File: src/design/ssmd_pkg.sv
package ssmd_pkg;

    localparam int DIGITS     = 2;
    localparam int DIGIT_W    = (DIGITS > 1) ? $clog2(DIGITS) : 1;
    localparam int SEG_W      = 7;
    localparam int EN_W       = 2;
    localparam int SLOT_W     = 16;
    localparam int BRIGHT_W   = 8;
    localparam int PROD_W     = SLOT_W + BRIGHT_W;
    localparam int CFG_IDX_W  = 2;
    localparam int CFG_DATA_W = 16;

    // ceil(2^32 / 255): exact quotient by 255 for any product below 2^24
    localparam int RECIP_W             = 25;
    localparam int RECIP_SHIFT         = 32;
    localparam logic [RECIP_W-1:0] RECIP_255 = 25'h101_0102;

    // cycles from a configuration write until the on-time table is current
    localparam int HOLD_CYCLES = 3;
    localparam int HOLD_W      = 2;

    localparam logic [SLOT_W-1:0]   SLOT_RESET   = 16'd1000;
    localparam logic [BRIGHT_W-1:0] BRIGHT_RESET = 8'd255;

    localparam logic [1:0] OP_TICK  = 2'd0;
    localparam logic [1:0] OP_DIGIT = 2'd1;
    localparam logic [1:0] OP_RAW   = 2'd2;

    localparam logic [CFG_IDX_W-1:0] CFG_SLOT        = 2'd0;
    localparam logic [CFG_IDX_W-1:0] CFG_BRIGHT_ONES = 2'd1;
    localparam logic [CFG_IDX_W-1:0] CFG_BRIGHT_TENS = 2'd2;

    typedef enum logic [1:0] {
        PH_PRE   = 2'd0,
        PH_ON    = 2'd1,
        PH_OFF   = 2'd2,
        PH_BLANK = 2'd3
    } t_phase;

    // decimal value (mod 10) to segments a..g, bit0 is segment a
    function automatic logic [SEG_W-1:0] digit_mask(input logic [7:0] value);
        logic [15:0] prod;
        logic [4:0]  quo;
        logic [7:0]  rem;
        logic [SEG_W-1:0] mask;
        prod = 16'(value) * 16'd205;
        quo  = prod[15:11];
        rem  = value - ({quo, 3'b000} + {2'b00, quo, 1'b0});
        case (rem)
            8'd0:    mask = 7'h3F;
            8'd1:    mask = 7'h06;
            8'd2:    mask = 7'h5B;
            8'd3:    mask = 7'h4F;
            8'd4:    mask = 7'h66;
            8'd5:    mask = 7'h6D;
            8'd6:    mask = 7'h7D;
            8'd7:    mask = 7'h07;
            8'd8:    mask = 7'h7F;
            8'd9:    mask = 7'h6F;
            default: mask = '0;
        endcase
        return mask;
    endfunction

endpackage

File: src/design/seven_segment_mux_dimmer.sv
// An item waits in the input register; a tick's result goes to the output register. These
// are the only stages, and all phase, counter and mask logic sits between them. Throughput:
// one item per cycle while no hold is on and no tick waits on a stalled output register.
// After reset and after each configuration write, input is stalled while the per-digit
// on-time pipeline (multiply, reciprocal multiply, clamp) settles.
// Reset (synchronous, active low) blanks both digits and restarts the scan at the ones digit.
module seven_segment_mux_dimmer (
    input  logic                                  i_clk,
    input  logic                                  i_rst_n,
    // item channel
    input  logic                                  i_valid,
    output logic                                  o_stall,
    input  logic [1:0]                            i_op,
    input  logic                                  i_position,
    input  logic [7:0]                            i_value,
    // result channel
    output logic                                  o_valid,
    input  logic                                  i_stall,
    output logic [ssmd_pkg::SEG_W-1:0]            o_segment_lines,
    output logic [ssmd_pkg::EN_W-1:0]             o_enable_lines,
    // configuration write channel
    input  logic                                  i_cfg_valid,
    output logic                                  o_cfg_ready,
    input  logic [ssmd_pkg::CFG_IDX_W-1:0]        i_cfg_index,
    input  logic [ssmd_pkg::CFG_DATA_W-1:0]       i_cfg_data
);

    // ------------------------------------------------------------------
    // Configuration registers
    // ------------------------------------------------------------------
    logic [ssmd_pkg::SLOT_W-1:0]   r_slot;
    logic [ssmd_pkg::BRIGHT_W-1:0] r_bright [2];
    logic [ssmd_pkg::HOLD_W-1:0]   r_hold;
    logic                          cfg_write;

    assign o_cfg_ready = 1'b1;
    assign cfg_write   = i_cfg_valid && o_cfg_ready;

    always_ff @(posedge i_clk) begin
        if (!i_rst_n) begin
            r_slot    <= ssmd_pkg::SLOT_RESET;
            r_bright[0] <= ssmd_pkg::BRIGHT_RESET;
            r_bright[1] <= ssmd_pkg::BRIGHT_RESET;
            r_hold    <= ssmd_pkg::HOLD_W'(ssmd_pkg::HOLD_CYCLES);
        end else begin
            if (cfg_write) begin
                case (i_cfg_index)
                    ssmd_pkg::CFG_SLOT:        r_slot      <= i_cfg_data;
                    ssmd_pkg::CFG_BRIGHT_ONES: r_bright[0] <= i_cfg_data[ssmd_pkg::BRIGHT_W-1:0];
                    ssmd_pkg::CFG_BRIGHT_TENS: r_bright[1] <= i_cfg_data[ssmd_pkg::BRIGHT_W-1:0];
                    default: ;
                endcase
            end
            // hold off new items until the on-time table reflects the new settings
            if (cfg_write) begin
                r_hold <= ssmd_pkg::HOLD_W'(ssmd_pkg::HOLD_CYCLES);
            end else if (r_hold != '0) begin
                r_hold <= r_hold - 1'b1;
            end
        end
    end

    // ------------------------------------------------------------------
    // On-time pipeline, one lane per brightness register:
    // on = max(1, slot * bright / 255). Runs freely from the config registers.
    // ------------------------------------------------------------------
    logic [ssmd_pkg::PROD_W-1:0] r_prod   [2];
    logic [ssmd_pkg::SLOT_W-1:0] r_quo    [2];
    logic [ssmd_pkg::SLOT_W-1:0] r_on_pre [2];
    logic [ssmd_pkg::PROD_W+ssmd_pkg::RECIP_W-1:0] recip_prod [2];

    always_comb begin
        for (int l = 0; l < 2; l++) begin
            recip_prod[l] = (ssmd_pkg::PROD_W+ssmd_pkg::RECIP_W)'(r_prod[l])
                          * (ssmd_pkg::PROD_W+ssmd_pkg::RECIP_W)'(ssmd_pkg::RECIP_255);
        end
    end

    always_ff @(posedge i_clk) begin
        for (int l = 0; l < 2; l++) begin
            r_prod[l]   <= ssmd_pkg::PROD_W'(r_slot) * ssmd_pkg::PROD_W'(r_bright[l]);
            r_quo[l]    <= recip_prod[l][ssmd_pkg::RECIP_SHIFT +: ssmd_pkg::SLOT_W];
            r_on_pre[l] <= (r_quo[l] == '0) ? ssmd_pkg::SLOT_W'(1) : r_quo[l];
        end
    end

    // ------------------------------------------------------------------
    // Input register and handshake
    // ------------------------------------------------------------------
    logic       r_a_valid;
    logic [1:0] r_a_op;
    logic       r_a_pos;
    logic [7:0] r_a_value;
    logic       r_out_valid;
    logic       a_tick;
    logic       out_free;
    logic       a_fire;
    logic       in_take;

    assign a_tick   = (r_a_op == ssmd_pkg::OP_TICK);
    assign out_free = !r_out_valid || !i_stall;
    // a tick needs room in the output register; writes and unused ops just drain
    assign a_fire   = r_a_valid && (!a_tick || out_free);
    assign in_take  = (r_hold == '0) && (!r_a_valid || a_fire);
    assign o_stall  = !in_take;

    always_ff @(posedge i_clk) begin
        if (!i_rst_n) begin
            r_a_valid <= 1'b0;
        end else if (in_take) begin
            r_a_valid <= i_valid;
        end else if (a_fire) begin
            r_a_valid <= 1'b0;
        end
    end

    always_ff @(posedge i_clk) begin
        if (in_take && i_valid) begin
            r_a_op    <= i_op;
            r_a_pos   <= i_position;
            r_a_value <= i_value;
        end
    end

    // ------------------------------------------------------------------
    // Scan state
    // ------------------------------------------------------------------
    logic [ssmd_pkg::SEG_W-1:0]   r_shown   [ssmd_pkg::DIGITS];
    logic [ssmd_pkg::SEG_W-1:0]   r_latched [ssmd_pkg::DIGITS];
    logic [ssmd_pkg::DIGIT_W-1:0] r_digit;
    ssmd_pkg::t_phase             r_phase;
    logic [ssmd_pkg::SLOT_W-1:0]  r_count;
    logic [ssmd_pkg::SLOT_W-1:0]  r_on_ticks;

    ssmd_pkg::t_phase             n_phase;
    logic [ssmd_pkg::SLOT_W-1:0]  n_count;
    logic [ssmd_pkg::DIGIT_W-1:0] n_digit;
    logic [ssmd_pkg::SEG_W-1:0]   n_seg;
    logic [ssmd_pkg::EN_W-1:0]    n_en;

    logic                         slot_start;
    logic [ssmd_pkg::SLOT_W-1:0]  on_cur;
    logic [ssmd_pkg::DIGIT_W-1:0] digit_next;
    logic [ssmd_pkg::SLOT_W:0]    cnt_inc;
    logic [ssmd_pkg::SLOT_W:0]    on_len;
    logic [ssmd_pkg::SLOT_W-1:0]  off_time;
    logic [ssmd_pkg::SLOT_W-1:0]  blank_len;
    logic [ssmd_pkg::SEG_W-1:0]   cur_mask;

    // first tick of a slot: on-time is taken from the table, masks latched for digit 0
    assign slot_start = (r_phase == ssmd_pkg::PH_PRE) && (r_count == '0);
    assign on_cur     = slot_start ? ((r_digit == '0) ? r_on_pre[0] : r_on_pre[1])
                                   : r_on_ticks;
    assign digit_next = (r_digit == ssmd_pkg::DIGIT_W'(ssmd_pkg::DIGITS - 1))
                      ? '0 : r_digit + 1'b1;
    assign cnt_inc    = {1'b0, r_count} + 1'b1;
    assign on_len     = {1'b0, on_cur} - 1'b1;
    // blank phase length follows the slot length as it is now
    assign off_time   = (r_slot > on_cur) ? r_slot - on_cur : '0;
    assign blank_len  = (off_time > ssmd_pkg::SLOT_W'(1)) ? off_time - 1'b1 : '0;
    assign cur_mask   = (slot_start && r_digit == '0) ? r_shown[r_digit] : r_latched[r_digit];

    // next state: phase, count and digit after this tick
    always_comb begin
        n_phase = r_phase;
        n_count = r_count;
        n_digit = r_digit;
        case (r_phase)
            ssmd_pkg::PH_PRE: begin
                n_count = '0;
                // a one-tick on-time leaves no enabled ticks at all
                n_phase = (on_cur == ssmd_pkg::SLOT_W'(1)) ? ssmd_pkg::PH_OFF : ssmd_pkg::PH_ON;
            end
            ssmd_pkg::PH_ON: begin
                if (cnt_inc >= on_len) begin
                    n_phase = ssmd_pkg::PH_OFF;
                    n_count = '0;
                end else begin
                    n_count = cnt_inc[ssmd_pkg::SLOT_W-1:0];
                end
            end
            ssmd_pkg::PH_OFF: begin
                n_count = '0;
                if (blank_len == '0) begin
                    n_phase = ssmd_pkg::PH_PRE;
                    n_digit = digit_next;
                end else begin
                    n_phase = ssmd_pkg::PH_BLANK;
                end
            end
            ssmd_pkg::PH_BLANK: begin
                if (cnt_inc >= {1'b0, blank_len}) begin
                    n_phase = ssmd_pkg::PH_PRE;
                    n_count = '0;
                    n_digit = digit_next;
                end else begin
                    n_count = cnt_inc[ssmd_pkg::SLOT_W-1:0];
                end
            end
            default: begin
                n_phase = ssmd_pkg::PH_PRE;
                n_count = '0;
            end
        endcase
    end

    // outputs for this tick
    always_comb begin
        n_seg = cur_mask;
        n_en  = '0;
        if (32'(r_digit) < ssmd_pkg::EN_W) begin
            n_en = ssmd_pkg::EN_W'(1) << r_digit;
        end
        case (r_phase)
            ssmd_pkg::PH_ON:    ;
            ssmd_pkg::PH_BLANK: begin
                n_seg = '0;
                n_en  = '0;
            end
            default:            n_en = '0;
        endcase
    end

    always_ff @(posedge i_clk) begin
        if (!i_rst_n) begin
            for (int d = 0; d < ssmd_pkg::DIGITS; d++) begin
                r_shown[d]   <= '0;
                r_latched[d] <= '0;
            end
            r_digit    <= '0;
            r_phase    <= ssmd_pkg::PH_PRE;
            r_count    <= '0;
            r_on_ticks <= '0;
        end else if (a_fire) begin
            if (a_tick) begin
                if (slot_start) begin
                    r_on_ticks <= on_cur;
                    if (r_digit == '0) begin
                        for (int d = 0; d < ssmd_pkg::DIGITS; d++) begin
                            r_latched[d] <= r_shown[d];
                        end
                    end
                end
                r_phase <= n_phase;
                r_count <= n_count;
                r_digit <= n_digit;
            end else if (32'(r_a_pos) < ssmd_pkg::DIGITS) begin
                // set a digit; unused op is dropped
                if (r_a_op == ssmd_pkg::OP_DIGIT) begin
                    r_shown[ssmd_pkg::DIGIT_W'(r_a_pos)] <= ssmd_pkg::digit_mask(r_a_value);
                end else if (r_a_op == ssmd_pkg::OP_RAW) begin
                    r_shown[ssmd_pkg::DIGIT_W'(r_a_pos)] <= r_a_value[ssmd_pkg::SEG_W-1:0];
                end
            end
        end
    end

    // ------------------------------------------------------------------
    // Output register
    // ------------------------------------------------------------------
    logic [ssmd_pkg::SEG_W-1:0] r_out_seg;
    logic [ssmd_pkg::EN_W-1:0]  r_out_en;

    always_ff @(posedge i_clk) begin
        if (!i_rst_n) begin
            r_out_valid <= 1'b0;
        end else if (out_free) begin
            r_out_valid <= a_fire && a_tick;
        end
    end

    always_ff @(posedge i_clk) begin
        if (a_fire && a_tick) begin
            r_out_seg <= n_seg;
            r_out_en  <= n_en;
        end
    end

    assign o_valid         = r_out_valid;
    assign o_segment_lines = r_out_seg;
    assign o_enable_lines  = r_out_en;

`ifndef SYNTHESIS
    a_no_take_in_hold: assert property (@(posedge i_clk) disable iff (!i_rst_n)
        r_hold != '0 |-> o_stall)
        else $error("item taken while on-time table settles");

    a_on_count_bound: assert property (@(posedge i_clk) disable iff (!i_rst_n)
        r_phase == ssmd_pkg::PH_ON |-> r_count < r_on_ticks)
        else $error("on-phase count beyond on-time");

    a_on_nonzero: assert property (@(posedge i_clk) disable iff (!i_rst_n)
        r_phase != ssmd_pkg::PH_PRE |-> r_on_ticks != '0)
        else $error("slot running with zero on-time");

    a_digit_at_wrap: assert property (@(posedge i_clk) disable iff (!i_rst_n)
        !$stable(r_digit) |-> (r_phase == ssmd_pkg::PH_PRE && r_count == '0))
        else $error("digit advanced outside a slot boundary");
`endif

endmodule

File: config.mk
export PLATFORM = sky130hd
export DESIGN_NAME = seven_segment_mux_dimmer
export DESIGN_NICKNAME = d
export VERILOG_FILES = /design/src/design/ssmd_pkg.sv /design/src/design/seven_segment_mux_dimmer.sv
export SDC_FILE = /design/constraint.sdc
export NUM_CORES = 1
export LEC_CHECK = 0
export BUFFER_PORTS_ARGS = -buffer_cell sky130_fd_sc_hd__buf_2
export CAP_MARGIN = 20
export CORE_ASPECT_RATIO = 0.75
export CORE_MARGIN = 2
export CORE_UTILIZATION = 31
export DETAILED_ROUTE_END_ITERATION = 10
export SLEW_MARGIN = 25
export SYNTH_ARGS = -nofsm -noshare
export SYNTH_HDL_FRONTEND = slang
export SYNTH_SLANG_ARGS = --single-unit
File: constraint.sdc
create_clock -name i_clk -period 12.4 [get_ports i_clk]
set_clock_uncertainty 0.15 [all_clocks]
set_input_delay 1.24 -clock i_clk [delete_from_list [all_inputs] [get_ports i_clk]]
set_output_delay 1.24 -clock i_clk [all_outputs]
set_load 0.005 [all_outputs]
==> results of run 1 <==
-- flip-flops by register name (all words and copies together) (netlist names), 7 cells and up, named ones only --
signal and cells:
r_prod 48, o_segment_lines 7, r_shown 14, r_latched 14, r_on_ticks 16, r_slot 16, r_a_value 8, r_count 16
r_on_pre 32, r_quo 32, r_bright 16
-- cell usage after synthesis (all sizes together), types with 16 or more instances --
| master | n |
|---|---|
| nor2 | 113 |
| and3 | 23 |
| xnor2 | 82 |
| o21ai | 82 |
| nand4 | 19 |
| mux2i | 26 |
| and2 | 152 |
| clkbuf | 105 |
| nor4 | 22 |
| fa | 215 |
| o21a | 29 |
| nand2b | 19 |
| inv | 415 |
| dfxtp | 168 |
| or2 | 16 |
| edfxtp | 64 |
| ha | 538 |
| a211oi | 25 |
| nand3 | 51 |
| nand2 | 287 |
| a21o | 37 |
| a21oi | 97 |
| xor2 | 40 |
| nor3 | 37 |
-- worst max-delay path by stage --
stage               start  cells past startpoint          end  slack, ns
5_1_grt        r_count[9]                     29   r_phase[0]       3.49
3_5_place_dp   r_count[9]                     29   r_phase[0]       4.23
6_report       r_count[9]                     29   r_phase[0]       4.15
4_1_cts        r_count[9]                     29   r_phase[0]       4.19
3_3_place_gp   r_count[5]                     29   r_phase[0]       4.32
2_1_floorplan  r_count[5]                     33  r_count[14]       4.26
-- layer usage --
metal / vias up / routed length (µm)
li1: 9500 / -
met1: 9160 / 33800
met2: 440 / 23900
met3: 59 / 3800
met4: 4 / 806
met5: - / 27
-- cells by family after synthesis --
group	synth area share
mux	0.0189
xor+xnor	0.0406
compound gates	0.0909
fa+ha+maj	0.419
buf+inv	0.0769
other cells	0.000143
flops	0.201
simple gates	0.152
-- area by class of cell --
| class | instances | area share |
|---|---|---|
| Clock buffer | 30 | 0.0248 |
| Clock inverter | 17 | 0.00748 |
| Inverter | 416 | 0.0546 |
| Multi-Input combinational cell | 2086 | 0.665 |
| Sequential cell | 232 | 0.185 |
| Tap cell | 1128 | 0.0493 |
| Timing Repair Buffer | 69 | 0.0143 |
-- critical path: cells and delay by family, from the launching register on --
kind                       cells  cell delay (ns)
DFF                            1             0.41
adders and majority gates      4             1.34
and+or+nand+nor               10             2.56
buffers and inverters          2             0.51
AOI/OAI and AO/OA             13             3.13
-- power by group through the flow --
stage / Combinational, mW / Clock [mW] / Sequential [mW]
after floorplan: 3.45 / 0 / 1.05
after global placement: 4.38 / 0 / 1.18
after detailed placement: 4.40 / 0 / 1.17
after CTS: 4.47 / 0.861 / 1.16
after global routing: 5.16 / 0.893 / 1.17
final: 4.43 / 0.840 / 1.16
-- stage by stage --
stage / power (mW) / area (µm²) / util
after floorplan: 4.51 / 26300 / -
after global placement: 5.55 / 27700 / 0.329
after detailed placement: 5.57 / 27700 / 0.329
after CTS: 6.49 / 28600 / 0.340
after global routing: 7.23 / 28600 / 0.340
final: 6.43 / 28600 / 0.340
==> impl_metrics.env, run 1 <==
export IMPL_slew_limit_headroom=0.311
export IMPL_pre_cts_ws_ns=4.23
export IMPL_gp_congestion=0.885
export IMPL_grt_met2_usage=0.200
export IMPL_power_density_nw_per_um2=225
export IMPL_antenna_left=0
export IMPL_setup_tns_final_ns=0
export IMPL_io_pins=46
export IMPL_grtUsageTotal=0.144
export IMPL_fp_dieH_um=256
export IMPL_max_clock_freq_mhz=121
export IMPL_finalWirelength_um=62300
export IMPL_yosys_area_top_type_share=0.256
export IMPL_crit_path_end_kind="flop"
export IMPL_min_delay_path_class="reg -> reg"
export IMPL_min_path_cells=0
export IMPL_synth_edf_count=64
export IMPL_grt_pass1_vias=18800
export IMPL_worst_hold_slack_ns=0.199
export IMPL_vias_per_cell=4.82
export IMPL_final_cell_mix="538 x ha_1, 415 x inv_1, 287 x nand2_1, 215 x fa_1, 168 x dfxtp_1"
export IMPL_wl_per_cell_um=15.7
export IMPL_dieArea_um2=87200
export IMPL_place_hpwl_um=49800
export IMPL_r2r_start="r_count[9]"
export IMPL_synth_cells=2852
export IMPL_setup_slack_ns=4.15
export IMPL_multiInputGateArea_um2=19000
export IMPL_p_leak_nw=14.4
export IMPL_clk_pin_slew_ns=0.07
export IMPL_clkPwrFrac=0.131
export IMPL_required_ns=12.72
export IMPL_period_minus_slack_ns=8.25
export IMPL_drv_slew=0
export IMPL_clockRootBuffer="clkbuf_16"
export IMPL_die_w_um=340
export IMPL_switchingPower_mw=3.03
export IMPL_vdd_drop_max_mv=0.146
export IMPL_syn_area_per_cell_um2=9.23
export IMPL_finish_net_count=3618
export IMPL_met3_usage=0.0239
export IMPL_core_um2=84000
export IMPL_cp_arrival_ns=8.57
export IMPL_path_class="reg -> reg"
export IMPL_slowest_delay_ns=0.61
export IMPL_pwr_share_seq=0.180
export IMPL_layout_drive_gt1_share=0.0572
export IMPL_sw_frac_of_total=0.471
export IMPL_cts_resized=0
export IMPL_p_int_mw=3.41
export IMPL_tightest_slew_ns=1.03
export IMPL_ys_types=82
export IMPL_whs_endpoint="r_on_pre[0][13]"
export IMPL_num_vias=19200
export IMPL_dr_pass1_iters=5
export IMPL_stdcell_count=3978
export IMPL_cts_path_max_buffers=3
export IMPL_rows=92
export IMPL_outcome="complete, no violations"
export IMPL_remaining_drc_errors=0
export IMPL_synth_async_sr_flop_share=0
export IMPL_yosys_area_top_type="ha_1"
export IMPL_grt_pass1_wl_um=102000
export IMPL_n_fill_cell=8661
export IMPL_ys_seq_area_frac=0.201
export IMPL_fin_crit_sh=0.666
export IMPL_grt_max_degree=46
export IMPL_dp_cells=3931
export IMPL_ys_flop_type="dfxtp_1"
export IMPL_drt_iter0_markers=1125
export IMPL_cts_tree="built"
export IMPL_rsz0062_at_grt="no"
export IMPL_path_max_fanout=35
export IMPL_layout_commonest_cell="ha_1"
export IMPL_seqCellArea_um2=5290
export IMPL_clkLatencyLatePin_ns=0.58
export IMPL_clock_sinks=232
export IMPL_grt_overflow_total=0
export IMPL_cts_buffers=26
export IMPL_synth_nets=3639
export IMPL_regToRegEndpoint="r_phase[0]"
export IMPL_hold_violations=0
export IMPL_ys_ff_latch=232
export IMPL_h_tree_depth=1
export IMPL_hold_buffers=0
export IMPL_grt_busiest_layer="met1"
export IMPL_use_met1=0.231
export IMPL_antenna_cells=0
export IMPL_min_from="r_quo[0][13]"
export IMPL_io_buffers=44
export IMPL_postCtsSetupRepairBufs=0
export IMPL_slowest_stage="o41a_1"
export IMPL_yosys_warnings=0
export IMPL_drv_cap=0
export IMPL_worstRegToRegCells=29
export IMPL_setup_viol=0
export IMPL_start_util=0.313
export IMPL_rrSetupSlack_ns=4.15
export IMPL_power_frac_comb=0.689
export IMPL_grt_antenna_before_repair=2
export IMPL_start_kind="flop"
export IMPL_synthTopCellsByArea="ha_1 26%, fa_1 16%, dfxtp_1 13%, edfxtp_1 7.3%, inv_1 5.9%"
export IMPL_syn2layout_area_growth_pct=8.72
export IMPL_synth_area_um2=26300
No activity file was read; power rests on OpenSTA's default activity.
==> run 2: changes to the inputs <==
clock period = 8.4 ns   (was 12.4 ns; I/O delays follow)
==> run 2 against run 1 <==
Power up 47%. Via count up 0.56%. Critical path depth up 1. Combinational power up 48%. Register-to-register slack worse by 3.7 ns. First-iteration DRC count up 0.27%. Design area about the same. Sequential share of layout area about the same. Worst hold slack better by 0.0025 ns. Sequential cell count unchanged. Largest cell class unchanged. Largest power group unchanged.
==> impl_metrics.env, run 2 (same netlist as run 1, synthesis figures left out) <==
export IMPL_io_buffers=44
export IMPL_cts_resized=0
export IMPL_hold_buffers=0
export IMPL_grt_overflow_total=0
export IMPL_dieArea_um2=87200
export IMPL_io_pins=46
export IMPL_fin_crit_sh=0.945
export IMPL_grt_antenna_before_repair=1
export IMPL_min_from="r_quo[0][25]"
export IMPL_dr_pass1_iters=6
export IMPL_grt_pass1_wl_um=102000
export IMPL_final_cell_mix="538 x ha_1, 416 x inv_1, 287 x nand2_1, 215 x fa_1, 168 x dfxtp_1"
export IMPL_drt_iter0_markers=1128
export IMPL_cts_path_max_buffers=3
export IMPL_vdd_drop_max_mv=0.179
export IMPL_layout_drive_gt1_share=0.0588
export IMPL_h_tree_depth=1
export IMPL_path_class="reg -> reg"
export IMPL_start_kind="flop"
export IMPL_max_clock_freq_mhz=126
export IMPL_worst_hold_slack_ns=0.202
export IMPL_clock_sinks=232
export IMPL_place_hpwl_um=49900
export IMPL_outcome="complete, no violations"
export IMPL_required_ns=8.74
export IMPL_postCtsSetupRepairBufs=0
export IMPL_p_leak_nw=14.4
export IMPL_crit_path_end_kind="flop"
export IMPL_num_vias=19300
export IMPL_n_fill_cell=8700
export IMPL_slowest_stage="or4_1"
export IMPL_regMostFlops="r_prod"
export IMPL_min_delay_path_class="reg -> reg"
export IMPL_slew_limit_headroom=0.337
export IMPL_path_max_fanout=32
export IMPL_period_minus_slack_ns=7.94
export IMPL_start_util=0.313
export IMPL_cp_arrival_ns=8.28
export IMPL_critPathBufInv=3
export IMPL_r2r_start="r_count[9]"
export IMPL_stdcell_count=3986
export IMPL_gp_congestion=0.906
export IMPL_dp_cells=3937
export IMPL_wl_per_cell_um=15.5
export IMPL_layout_commonest_cell="ha_1"
export IMPL_rows=92
export IMPL_clockRootBuffer="clkbuf_16"
export IMPL_hold_violations=0
export IMPL_drv_cap=0
export IMPL_finish_net_count=3624
export IMPL_power_density_nw_per_um2=331
export IMPL_rsz0062_at_grt="no"
export IMPL_fp_dieH_um=256
export IMPL_vias_per_cell=4.83
export IMPL_core_um2=84000
export IMPL_grt_max_degree=46
export IMPL_drv_slew=0
export IMPL_die_w_um=340
export IMPL_clk_pin_slew_ns=0.07
export IMPL_syn2layout_area_growth_pct=8.82
export IMPL_antenna_left=0
export IMPL_clkLatencyLatePin_ns=0.57
export IMPL_setup_tns_final_ns=0
export IMPL_reg_top3="r_prod x48, r_on_pre x32, r_quo x32"
export IMPL_tightest_slew_ns=0.985
export IMPL_cp_startpoint="r_count[9]"
export IMPL_grtUsageTotal=0.144
export IMPL_largest_reg_flops=48
export IMPL_setup_viol=0
export IMPL_slowest_delay_ns=0.59
export IMPL_cts_buffers=26
export IMPL_grt_pass1_vias=18800
export IMPL_crit_family="compound AO/OA/AOI/OAI gates"
export IMPL_cts_tree="built"
export IMPL_finalWirelength_um=61900
export IMPL_remaining_drc_errors=0
-- run 2: metrics by stage --
step           cell area (µm²)  utilization  power [mW]  worst slack [ns]
3_5_place_dp             27700        0.330        8.26             0.606
4_1_cts                  28600        0.341        9.56             0.553
2_1_floorplan            26300            -        6.65             0.260
3_3_place_gp             27700        0.330        8.22             0.606
5_1_grt                  28600        0.341        10.7            0.0227
6_report                 28600        0.341        9.47             0.464
-- run 2: cell type report --
class,instances,area [µm²],share of cell area
multi-input cells,2086,19000,0.664
flip-flops and latches,232,5290,0.185
inverters,416,1560,0.0545
well taps,1128,1410,0.0493
clock buffers,33,738,0.0258
repair buffers,75,453,0.0158
clock inverters,15,161,0.00564
diodes,1,2.50,0.0000874
-- run 2: path summary, 6_finish.rpt --
path	end	cells after the start	slack [ns]
setup / recovery	r_count[15]	30	0.46
hold / removal	r_on_pre[0][25]	0	0.20
setup reg to reg	r_count[15]	30	0.46
hold reg to reg	r_on_pre[0][25]	0	0.20
-- run 2: layer usage --
metal	up-vias	share of wire	global-route usage	routed length [µm]
li1	9520	-	-	-
met1	9301	0.53	0.232	33000
met2	409	0.39	0.202	24200
met3	41	0.065	0.0218	4020
met4	0	0.0098	0.0170	607
met5	-	0	0	0
-- run 2: power breakdown --
group | internal [mW] | total (mW) | switching, mW
Sequential | 1.42 | 1.72 | 0.298
Combinational | 2.91 | 6.56 | 3.65
Clock | 0.691 | 1.19 | 0.503
-- run 2: worst reg2reg max path: cells and delay by family, from the launching register on --
kind	cells	cell delay, ns
adder cells (fa/ha/maj)	3	0.87
AND/OR/NAND/NOR	12	2.79
AO/OA/AOI/OAI	12	2.93
buffers and inverters	3	0.72
flip-flops	1	0.41
==> run 3: changes to the inputs <==
ABC_AREA = 1   (was unset)
TNS_END_PERCENT = 20   (was unset)
==> run 3 against run 2 <==
Sequential share of layout area fell by 0.79 points. Highest routed layer unchanged. Count of clock-buffer cells in the layout up 3. Critical path depth increased by 8. Synthesized cell count is 23% higher. Design area is 4.5% higher. Power rose by 21%. Wire length rose by 8.3%. Maximum frequency is 15% higher. Utilization down 0.12 points.
==> impl_metrics.env, run 3 <==
export IMPL_grt_pass1_vias=21000
export IMPL_start_kind="flop"
export IMPL_gp_congestion=0.934
export IMPL_vdd_drop_max_mv=0.444
export IMPL_layout_drive_gt1_share=0.0502
export IMPL_slowest_delay_ns=0.52
export IMPL_tightest_slew_ns=1.09
export IMPL_reg_top3="r_prod x48, r_on_pre x32, r_quo x32"
export IMPL_crit_path_end_kind="flop"
export IMPL_rows=94
export IMPL_synth_cells=3497
export IMPL_pre_cts_ws_ns=1.61
export IMPL_hold_violations=0
export IMPL_place_hpwl_um=54800
export IMPL_ys_seq_area_frac=0.191
export IMPL_cts_path_max_buffers=3
export IMPL_synth_area_um2=27700
export IMPL_finalWirelength_um=67100
export IMPL_cp_arrival_ns=7.25
export IMPL_antenna_left=0
export IMPL_finish_net_count=4254
export IMPL_p_leak_nw=16.6
export IMPL_largest_reg_flops=48
export IMPL_path_class="reg -> reg"
export IMPL_hold_buffers=0
export IMPL_min_delay_path_class="reg -> reg"
export IMPL_clkLatencyLatePin_ns=0.57
export IMPL_max_clock_freq_mhz=145
export IMPL_core_um2=88100
export IMPL_syn_area_per_cell_um2=7.91
export IMPL_clock_sinks=232
export IMPL_yosysMostFrequentCell="nand2_1"
export IMPL_clockRootBuffer="clkbuf_16"
export IMPL_layout_commonest_cell="nand2_1"
export IMPL_period_minus_slack_ns=6.90
export IMPL_remaining_drc_errors=0
export IMPL_fp_dieH_um=263
export IMPL_drt_iter0_markers=1508
export IMPL_postCtsSetupRepairBufs=0
export IMPL_regMostFlops="r_prod"
export IMPL_antenna_cells=0
export IMPL_cpMostUsedCell="nand2_1"
export IMPL_slowest_stage="o21ai_0"
export IMPL_yosys_area_top_type="ha_1"
export IMPL_vias_per_cell=4.64
export IMPL_cts_buffers=27
export IMPL_post_route_util=0.340
export IMPL_n_fill_cell=9250
export IMPL_synthTopCellsByArea="ha_1 24%, fa_1 16%, dfxtp_1 12%, nand2_1 9.9%, inv_1 9.9%"
export IMPL_power_density_nw_per_um2=382
export IMPL_setup_slack_ns=1.50
export IMPL_h_tree_depth=1
export IMPL_clk_pin_slew_ns=0.07
export IMPL_cts_resized=0
export IMPL_outcome="complete, no violations"
export IMPL_grt_overflow_total=0
export IMPL_setup_viol=0
export IMPL_path_max_fanout=20
export IMPL_drv_slew=0
export IMPL_rsz0062_at_grt="no"
export IMPL_grt_max_degree=41
export IMPL_syn2layout_area_growth_pct=8.15
export IMPL_ys_flop_type="dfxtp_1"
export IMPL_required_ns=8.75
export IMPL_synth_async_sr_flop_share=0
export IMPL_synth_nets=4284
export IMPL_grt_pass1_wl_um=111000
export IMPL_start_util=0.314
export IMPL_slew_limit_headroom=0.275
export IMPL_ys_ff_latch=232
export IMPL_io_pins=46
export IMPL_synth_edf_count=64
export IMPL_dieArea_um2=91600
export IMPL_cts_tree="built"
export IMPL_grt_antenna_before_repair=0
export IMPL_synth_common_cells="729 x nand2_1, 727 x inv_1, 538 x ha_1"
export IMPL_drv_cap=0
export IMPL_yosys_area_top_type_share=0.243
export IMPL_grtUsageTotal=0.148
export IMPL_setup_tns_final_ns=0
export IMPL_dr_pass1_iters=5
export IMPL_yosys_warnings=0
export IMPL_wl_per_cell_um=14.5
export IMPL_ys_types=62
export IMPL_num_vias=21500
export IMPL_final_cell_mix="729 x nand2_1, 727 x inv_1, 538 x ha_1, 215 x fa_1, 200 x a21oi_1"
export IMPL_die_w_um=349
export IMPL_io_buffers=44
export IMPL_fin_crit_sh=0.822
==> run 3: cell types whose count changed in the layout (fill, tap and decap cells not counted), moves of 36 or more <==
cell     delta
a21oi_1   +104
and2_1    -149
inv_1     +311
nand2_1   +442
nand3_1    +37
nor2_1     +72
xnor2_1    -48
xor2_1     +36
==> run 3: cells by family after synthesis <==
group / after synthesis / synth area share
simple gates: 1125 / 0.171
buf+inv: 859 / 0.118
fa+ha+maj: 753 / 0.399
compound gates: 411 / 0.0844
flops: 232 / 0.191
xor+xnor: 110 / 0.0348
mux: 6 / 0.00217
other cells: 1 / 0.000136
==> run 3: worst max-delay path, delay by kind of cell, from the launching register on <==
| family | cells | cell delay (ns) |
|---|---|---|
| flip-flops | 1 | 0.38 |
| buffers and inverters | 10 | 1.01 |
| adder cells (fa/ha/maj) | 4 | 0.95 |
| AND/OR/NAND/NOR | 16 | 2.48 |
| AO/OA/AOI/OAI | 8 | 1.81 |
==> run 3: power breakdown <==
part,internal (mW),switching (mW)
Sequential,1.44,0.330
Combinational,3.27,5.12
Clock,0.734,0.511
==> run 3: path summary, 6_finish.rpt <==
path | slack [ns] | to | startpoint | depth (start not counted)
min | 0.20 | r_on_pre[0][29] | r_quo[0][29] | 0
min reg2reg | 0.20 | r_on_pre[0][29] | r_quo[0][29] | 0
max reg2reg | 1.50 | r_count[14] | r_count[0] | 38
max | 1.50 | r_count[14] | r_count[0] | 38
==> run 3: layout make-up <==
type / instances / area [µm²] / share of cell area
clock buffers: 36 / 761 / 0.0254
clock inverters: 14 / 171 / 0.00573
inverters: 737 / 2770 / 0.0926
multi-input cells: 2406 / 19100 / 0.639
flip-flops and latches: 232 / 5290 / 0.177
well taps: 1152 / 1440 / 0.0482
repair buffers: 63 / 363 / 0.0121
==> run 3: through the flow <==
step                hold slack, ns  power, mW  area [µm²]  instances
detailed placement           0.188       10.2       29000       4590
finish                       0.200       11.4       29900       4640
CTS                          0.200       11.5       29900       4640
global placement             0.185       10.1       29000       4590
global route                 0.205       13.0       29900       4640
floorplan                    0.256       8.18       27700       3497
==> run 3: routing by layer <==
layer / global-route usage / routed length [µm]
met1: 0.231 / 35000
met2: 0.218 / 27400
met3: 0.0241 / 4000
met4: 0.0177 / 634
met5: 0 / 0
